==> config.mk <==
export PLATFORM = sky130hd
export DESIGN_NAME = multi_server_queue_dispatcher_unit
export DESIGN_NICKNAME = d
export VERILOG_FILES = /design/src/hw/rtl/msqd_pkg.sv /design/src/hw/rtl/msqd_ctrl.sv /design/src/hw/rtl/msqd_datapath.sv /design/src/hw/rtl/multi_server_queue_dispatcher_unit.sv
export SDC_FILE = /design/constraint.sdc
export NUM_CORES = 2
export LEC_CHECK = 0
export BUFFER_PORTS_ARGS = -buffer_cell sky130_fd_sc_hd__buf_2
export CAP_MARGIN = 40
export CELL_PAD_IN_SITES_DETAIL_PLACEMENT = 0
export CELL_PAD_IN_SITES_GLOBAL_PLACEMENT = 1
export CORE_MARGIN = 1.5
export CORE_UTILIZATION = 45
export CTS_BUF_LIST = sky130_fd_sc_hd__clkbuf_2
export CTS_CLUSTER_SIZE = 12
export DETAILED_ROUTE_END_ITERATION = 8
export PLACE_DENSITY = 0.77
export SYNTH_ARGS = -nofsm -noshare
export SYNTH_HDL_FRONTEND = slang
export SYNTH_SLANG_ARGS = --single-unit
export TNS_END_PERCENT = 10
==> constraint.sdc <==
create_clock -name clk -period 22 [get_ports clk]
set_input_delay 1.1 -clock clk [delete_from_list [all_inputs] [get_ports clk]]
set_output_delay 1.1 -clock clk [all_outputs]
set_load 0.02 [all_outputs]
==> src/hw/rtl/msqd_pkg.sv <==
// package: constants, types and command struct for the queue dispatcher
`default_nettype none
package msqd_pkg;
  localparam int MAX_SERVERS = 8;
  localparam int QUEUE_DEPTH = 64;
  localparam int SW = $clog2(MAX_SERVERS);
  localparam int QW = $clog2(QUEUE_DEPTH);
  localparam int CW = QW + 1;

  localparam logic [1:0] KIND_DEPART = 2'd0;
  localparam logic [1:0] KIND_SERVE = 2'd1;
  localparam logic [1:0] KIND_SNAP = 2'd2;

  typedef enum logic [2:0] {
    ST_IDLE, ST_REL, ST_ASG_RD, ST_ASG, ST_SNAP, ST_OUT
  } state_t;

  typedef struct packed {
    logic take_in;
    logic clr_slot;
    logic inc_slot;
    logic release_slot;
    logic fifo_rd;
    logic assign_slot;
    logic emit;
    logic [1:0] emit_kind;
    logic snap;
    logic end_tick;
  } cmd_t;

  typedef struct packed {
    logic slot_last;
    logic slot_done;
    logic slot_free;
    logic fifo_empty;
  } stat_t;
endpackage
`default_nettype wire

==> src/hw/rtl/msqd_ctrl.sv <==
// controller state machine of the queue dispatcher
`default_nettype none
module msqd_ctrl import msqd_pkg::*; (
  input  wire         clk,
  input  wire         rst,
  input  wire         in_valid,
  output logic        in_ready,
  input  wire         out_busy,
  input  stat_t       stat,
  output cmd_t        cmd
);
  state_t state, state_next;
  state_t ret, ret_next;

  always_ff @(posedge clk) begin
    if (rst) begin
      state <= ST_IDLE;
      ret <= ST_IDLE;
    end else begin
      state <= state_next;
      ret <= ret_next;
    end
  end

  always_comb begin
    state_next = state;
    ret_next = ret;
    cmd = '0;
    in_ready = 1'b0;
    case (state)
      ST_IDLE: begin
        in_ready = 1'b1;
        if (in_valid) begin
          cmd.take_in = 1'b1;
          cmd.clr_slot = 1'b1;
          state_next = ST_REL;
        end
      end
      ST_REL: begin
        if (stat.slot_done) begin
          cmd.release_slot = 1'b1;
          cmd.emit = 1'b1;
          cmd.emit_kind = KIND_DEPART;
          ret_next = stat.slot_last ? ST_ASG_RD : ST_REL;
          if (stat.slot_last) cmd.clr_slot = 1'b1;
          else cmd.inc_slot = 1'b1;
          state_next = ST_OUT;
        end else if (stat.slot_last) begin
          cmd.clr_slot = 1'b1;
          state_next = ST_ASG_RD;
        end else begin
          cmd.inc_slot = 1'b1;
        end
      end
      ST_ASG_RD: begin
        if (stat.slot_free && !stat.fifo_empty) begin
          cmd.fifo_rd = 1'b1;
          state_next = ST_ASG;
        end else if (stat.slot_last) begin
          state_next = ST_SNAP;
        end else begin
          cmd.inc_slot = 1'b1;
        end
      end
      ST_ASG: begin
        cmd.assign_slot = 1'b1;
        cmd.emit = 1'b1;
        cmd.emit_kind = KIND_SERVE;
        ret_next = stat.slot_last ? ST_SNAP : ST_ASG_RD;
        if (!stat.slot_last) cmd.inc_slot = 1'b1;
        state_next = ST_OUT;
      end
      ST_SNAP: begin
        cmd.snap = 1'b1;
        cmd.emit = 1'b1;
        cmd.emit_kind = KIND_SNAP;
        cmd.end_tick = 1'b1;
        ret_next = ST_IDLE;
        state_next = ST_OUT;
      end
      ST_OUT: begin
        if (!out_busy) state_next = ret;
      end
      default: state_next = ST_IDLE;
    endcase
  end
endmodule
`default_nettype wire

==> src/hw/rtl/msqd_datapath.sv <==
// datapath: fifo memory, slot records, totals and output register
`default_nettype none
module msqd_datapath import msqd_pkg::*; (
  input  wire         clk,
  input  wire         rst,
  input  wire         cfg_we,
  input  wire  [3:0]  cfg_data,
  input  wire         in_arrive,
  input  wire  [5:0]  in_svc,
  input  cmd_t        cmd,
  output stat_t       stat,
  output logic        out_busy,
  output logic        m_valid,
  input  wire         m_ready,
  output logic [1:0]  o_kind,
  output logic [2:0]  o_server,
  output logic [15:0] o_id,
  output logic [15:0] o_wait,
  output logic [6:0]  o_qlen,
  output logic [31:0] o_arr,
  output logic [31:0] o_srv,
  output logic [31:0] o_wsum,
  output logic [31:0] o_ssum,
  output logic [31:0] o_qsum,
  output logic [6:0]  o_max
);
  logic [37:0] mem [QUEUE_DEPTH];
  logic [37:0] rd;
  logic [QW-1:0] head;
  logic [CW-1:0] count;
  logic [3:0] nsrv;
  logic [SW-1:0] sidx;
  logic [SW:0] used;
  logic [MAX_SERVERS-1:0] busy;
  logic [15:0] s_id [MAX_SERVERS];
  logic [15:0] s_wait [MAX_SERVERS];
  logic [5:0] s_svc [MAX_SERVERS];
  logic [15:0] s_fin [MAX_SERVERS];
  logic [15:0] tick, next_id;
  logic [31:0] t_arr, t_srv, t_wsum, t_ssum, t_qsum;
  logic [CW-1:0] peak;
  logic [15:0] diff, rd_wait;

  always_comb begin
    if (nsrv == 4'd0) used = (SW+1)'(1);
    else if (32'(nsrv) > MAX_SERVERS) used = (SW+1)'(MAX_SERVERS);
    else used = (SW+1)'(nsrv);
  end
  assign diff = tick - s_fin[sidx];
  assign rd_wait = tick - rd[37:22];
  assign stat.slot_last = ({1'b0, sidx} == used - (SW+1)'(1));
  assign stat.slot_done = busy[sidx] && !diff[15];
  assign stat.slot_free = !busy[sidx];
  assign stat.fifo_empty = (count == '0);
  assign out_busy = m_valid && !m_ready;

  always_ff @(posedge clk) begin
    if (in_arrive && cmd.take_in && 32'(count) < QUEUE_DEPTH)
      mem[QW'(32'(head) + 32'(count))] <= {tick, next_id, in_svc};
    if (cmd.fifo_rd) rd <= mem[head];
  end

  always_ff @(posedge clk) begin
    if (rst) begin
      nsrv <= 4'd2; head <= '0; count <= '0; sidx <= '0; busy <= '0;
      tick <= '0; next_id <= 16'd1; t_arr <= '0; t_srv <= '0;
      t_wsum <= '0; t_ssum <= '0; t_qsum <= '0; peak <= '0; m_valid <= 1'b0;
    end else begin
      if (cfg_we) nsrv <= cfg_data;
      if (m_valid && m_ready) m_valid <= 1'b0;
      if (cmd.take_in && in_arrive && 32'(count) < QUEUE_DEPTH) begin
        count <= count + CW'(1);
        next_id <= next_id + 16'd1;
        t_arr <= t_arr + 32'd1;
      end
      if (cmd.clr_slot) sidx <= '0;
      else if (cmd.inc_slot) sidx <= sidx + SW'(1);
      if (cmd.release_slot) begin
        busy[sidx] <= 1'b0;
        t_srv <= t_srv + 32'd1;
        t_wsum <= t_wsum + 32'(s_wait[sidx]);
        t_ssum <= t_ssum + 32'(s_svc[sidx]);
      end
      if (cmd.fifo_rd) begin
        head <= head + QW'(1);
        count <= count - CW'(1);
      end
      if (cmd.assign_slot) busy[sidx] <= 1'b1;
      if (cmd.snap) begin
        t_qsum <= t_qsum + 32'(count);
        if (count > peak) peak <= count;
      end
      if (cmd.end_tick) tick <= tick + 16'd1;
      if (cmd.emit) m_valid <= 1'b1;
    end
  end

  always_ff @(posedge clk) begin
    if (cmd.assign_slot) begin
      s_id[sidx] <= rd[21:6];
      s_svc[sidx] <= rd[5:0];
      s_wait[sidx] <= rd_wait;
      s_fin[sidx] <= tick + 16'(rd[5:0]);
    end
    if (cmd.emit) begin
      o_kind <= cmd.emit_kind;
      o_server <= '0; o_id <= '0; o_wait <= '0; o_qlen <= '0; o_arr <= '0;
      o_srv <= '0; o_wsum <= '0; o_ssum <= '0; o_qsum <= '0; o_max <= '0;
      if (cmd.release_slot) begin
        o_server <= 3'(sidx); o_id <= s_id[sidx]; o_wait <= s_wait[sidx];
      end
      if (cmd.assign_slot) begin
        o_server <= 3'(sidx); o_id <= rd[21:6]; o_wait <= rd_wait;
      end
      if (cmd.snap) begin
        o_qlen <= 7'(count); o_arr <= t_arr; o_srv <= t_srv; o_wsum <= t_wsum;
        o_ssum <= t_ssum; o_qsum <= t_qsum + 32'(count);
        o_max <= (count > peak) ? 7'(count) : 7'(peak);
      end
    end
  end
endmodule
`default_nettype wire

==> src/hw/rtl/multi_server_queue_dispatcher_unit.sv <==
// top level of the multi-server queue dispatcher
// One input item is one simulation tick. The block processes one tick at a time:
// after acceptance it walks the active server slots once for releases and once for
// assignments, one slot per cycle while no item is emitted and no receiver stall holds
// the walk, and emits up to 17 result items through a single output register. Each
// serve item takes a fifo read step and then an assign step, and each emitted item
// waits in the one-entry output register until the receiver takes it before the walk
// goes on. Waiting customers sit in a 64-entry memory with a registered read port.
// No clearing pass is needed.
`default_nettype none
module multi_server_queue_dispatcher_unit import msqd_pkg::*; (
  input  wire          clk,
  input  wire          rst,
  input  wire          cfg_we,
  input  wire  [3:0]   cfg_data,      // num_servers
  input  wire          s_tvalid,
  output logic         s_tready,
  input  wire  [7:0]   s_tdata,       // arrive, service_time[6:1], zero pad
  output logic         m_tvalid,
  input  wire          m_tready,
  // server[2:0], customer_id, wait_time, queue_length, arrived_total, served_total,
  // wait_total, service_total, queue_length_sum, max_queue, zero pad
  output logic [215:0] m_tdata,
  output logic [1:0]   m_tuser,       // kind
  output logic         m_tlast        // last
);
  cmd_t cmd;
  stat_t stat;
  logic out_busy;
  logic [1:0] kind;
  logic [2:0] srv;
  logic [15:0] id, wt;
  logic [6:0] ql, mx;
  logic [31:0] a, b, c, d, e;

  // sequencer
  msqd_ctrl u_ctrl (
    .clk(clk), .rst(rst), .in_valid(s_tvalid), .in_ready(s_tready),
    .out_busy(out_busy), .stat(stat), .cmd(cmd)
  );

  // storage and arithmetic
  msqd_datapath u_dp (
    .clk(clk), .rst(rst), .cfg_we(cfg_we), .cfg_data(cfg_data),
    .in_arrive(s_tdata[0]), .in_svc(s_tdata[6:1]), .cmd(cmd), .stat(stat),
    .out_busy(out_busy), .m_valid(m_tvalid), .m_ready(m_tready),
    .o_kind(kind), .o_server(srv), .o_id(id), .o_wait(wt), .o_qlen(ql),
    .o_arr(a), .o_srv(b), .o_wsum(c), .o_ssum(d), .o_qsum(e), .o_max(mx)
  );

  assign m_tuser = kind;
  assign m_tlast = (kind == KIND_SNAP);
  assign m_tdata = {7'd0, mx, e, d, c, b, a, ql, wt, id, srv};
endmodule
`default_nettype wire

==> impl_metrics.ini <==
[status]
outcome = finished clean

[power]
leakage_uw = 0.0489
power_uw = 12200
p_per_area_nw_per_um2 = 83.0
ir_drop_uv = 48.0

[placed_design]
dp_cells = 10400
dp_hpwl_um = 182000
finalWeightedCongestion = 0.797
placed_area_um2 = 140000
port_buffers = 229

[grt]
grt_max_degree = 149
antenna_found_initial = 17
grt_pass1_wl_um = 461000
grt_pass1_vias = 69400
gr-total-overflow = 0
track_usage_pct = 21.4

[floorplanning]
die_w_um = 542
die_y_um = 542
io_pins = 238
core_um2 = 289000
start_util_pct = 45.4
die_area_um2 = 294000
rows = 197

[layout]
final_common_cell = edfxtp_1
area_growth_pct = 12.4
multi_input_comb_area_um2 = 31700
drive_above_1_share_pct = 34.5
n_fill_cell = 22900
final_cells = 11800
finalInstanceArea_um2 = 147000
layout_common_cells = edfxtp_1, clkbuf_2, mux4_2
regArea_um2 = 98300
layout.nets = 7457

[sta]
clock.fmax_mhz = 146
relSlewSlack_pct = 34.7
setup-tns-final_ns = 0
post-route-min-period_ns = 6.87
worst_pin_slew_ns = 0.972
fin_worst_skew_ns = 0.278
rsz0062_at_grt = no
setup_viol = 0
hold_violations = 0
holdWs_ns = 0.142
drv_slew = 0
finalCritPeriodShare_pct = 31.2

[clocking]
h-tree-depth = 6
cts-resized-gates = 0
worstSkewPairLatency_ns = 2.21
cts-root-buf = clkbuf_2
clk_path_buf_depth = 4
cts_buffers = 794
clkSinkCount = 3350
tritoncts = yes
clkTransAtPathRegs_ns = 0.11

[detailed_routing]
drc = 0
first_pass_iters = 5
drt-initial-drc-count = 7390
vias_per_cell = 5.78
vias = 68400
antenna_left = 0
drt-total-wl_um = 317000
wl_per_cell_um = 26.8

[worst_setup_path]
worstSetupEndpointType = flip-flop
cp-start-kind = flip-flop
cp_cell_sequence = buf_4 > buf_4 > mux4_2 > mux2i_1 > ha_1 > a21o_1 > a21o_1 > a21oi_1 > o211ai_1 > a221oi_4 > buf_4 > nand2_2 > nand3_4 > buf_4 > buf_4
crit_path_max_incr_delay_ns = 0.80
critPathRequiredTime_ns = 23.59
cpMaxStageDelayCell = buf_4
critPathMaxFanout = 73
worstPathArrival_ns = 8.46
path_class = reg -> reg
crit_top_cell = buf_4

[logic_synthesis]
netlist_area_um2 = 131000
ys_ff_latch = 3350
syn_inst = 6364
ys_seq_area_share_pct = 75.0
synthFlopType = edfxtp_1
ys_async_sr_fraction_pct = 0
syn_avg_cell_area_um2 = 20.6
synth-warning-count = 0
synth_edf_count = 3113
synthDistinctLibCells = 70

[min_path]
min_path_type = in -> reg

[run]
timing.max_cap.violations = 0
cells by family (layout without fill, tap and decap cells):
| logic type | after synthesis | count (layout) | synth area share [%] |
|---|---|---|---|
| other cells | 1 | 15 | 0.00286 |
| simple gates | 942 | 942 | 3.58 |
| fa+ha+maj | 95 | 95 | 0.948 |
| mux | 981 | 981 | 16.2 |
| flops | 3350 | 3350 | 75.0 |
| xor+xnor | 168 | 168 | 1.12 |
| buf+inv | 423 | 1993 | 1.26 |
| compound gates | 404 | 404 | 1.91 |
through the flow:
step / utilization [%] / setup slack, ns
2_1_floorplan: - / 10.99
3_3_place_gp: 47.6 / 15.24
3_5_place_dp: 48.4 / 15.19
4_1_cts: 51.0 / 15.09
5_1_grt: 51.0 / 14.75
6_report: 51.0 / 15.13
layout make-up:
class	instances	area share, %
diodes	8	0.0136
clock buffers	1124	3.82
clock inverters	267	1.04
inverters	85	0.218
multi-input cells	2597	21.5
flip-flops and latches	3350	66.8
well taps	3880	3.30
repair buffers	517	3.34
Yosys cell counts (all sizes together) (7+ instances only):
master | instances | area share, %
and3 | 160 | 0.76
nor3 | 24 | 0.092
a21o | 19 | 0.11
mux2i | 49 | 0.37
and4 | 10 | 0.067
o211ai | 11 | 0.063
fa | 7 | 0.11
mux4 | 905 | 16
nand2 | 162 | 0.46
and2 | 9 | 0.043
a211oi | 18 | 0.10
or3 | 61 | 0.29
nor4 | 7 | 0.033
nand3 | 67 | 0.26
nor2b | 26 | 0.12
inv | 84 | 0.24
ha | 88 | 0.84
o21ai | 113 | 0.43
nand4 | 51 | 0.25
a21oi | 140 | 0.54
o31ai | 22 | 0.13
mux2 | 27 | 0.23
buf | 106 | 0.35
dfxtp | 237 | 3.6
xnor2 | 64 | 0.43
edfxtp | 3113 | 71
nand2b | 18 | 0.086
a22o | 15 | 0.10
nor2 | 307 | 0.88
clkbuf | 232 | 0.67
xor2 | 104 | 0.70
or4 | 26 | 0.15
sequential cells by signal (all words and copies together) (netlist names), 8 cells and up, named ones only:
| name | count |
|---|---|
| u_dp.busy | 8 |
| u_dp.mem | 2432 |
| u_dp.next_id | 16 |
| u_dp.o_arr | 32 |
| u_dp.o_id | 16 |
| u_dp.o_qsum | 32 |
| u_dp.o_srv | 32 |
| u_dp.o_ssum | 32 |
| u_dp.o_wait | 16 |
| u_dp.o_wsum | 32 |
| u_dp.rd | 38 |
| u_dp.s_fin | 128 |
| u_dp.s_id | 128 |
| u_dp.s_svc | 48 |
| u_dp.s_wait | 128 |
| u_dp.t_arr | 32 |
| u_dp.t_qsum | 32 |
| u_dp.t_srv | 32 |
| u_dp.t_ssum | 32 |
| u_dp.t_wsum | 32 |
| u_dp.tick | 16 |
report_power, final:
part | switching, uW | leakage, uW | internal (uW) | total [uW]
sequential | 73.3 | 0.0318 | 7060 | 7130
combinational | 666 | 0.0118 | 453 | 1120
clock | 2460 | 0.00536 | 1510 | 3970
total | 3200 | 0.0489 | 9020 | 12200
worst paths after layout:
check / end / slack (ns) / startpoint / cells past startpoint
worst max-delay path: u_dp.o_ssum[14]$_SDFFCE_PP0P_ / 15.13 / flip-flop / 15
worst min register to register: u_dp.t_qsum[4]$_SDFFE_PP0N_ / 0.47 / u_dp.t_qsum[4]$_SDFFE_PP0N_ / 2
worst max register to register: u_dp.o_ssum[14]$_SDFFCE_PP0P_ / 15.13 / flip-flop / 15
worst min-delay path: u_dp.mem[6][5]$_DFFE_PP_ / 0.14 / s_tdata[6] / 3
critical path: cells and delay by family, from the launching register on:
family                   cells  cell delay, ns
adder cells (fa/ha/maj)      1            0.26
AO/OA/AOI/OAI                5            1.32
flip-flops                   1            0.56
AND/OR/NAND/NOR              2            0.39
buffers and inverters        5            3.18
multiplexers                 2            0.55
metal layers:
metal / up-vias / track usage (%) / wire, um
met4: 14 / 6.60 / 7680
met5: - / 0 / 107
li1: 28700 / - / -
met1: 35700 / 29.3 / 126000
met2: 3499 / 34.3 / 153000
met3: 501 / 4.63 / 30000
timing repair:
item	CTS	global route
endpoints found under the hold margin	528	0
hold buffers	37	0
buffers inserted	0	0
No activity file was read; power rests on OpenSTA's default activity.
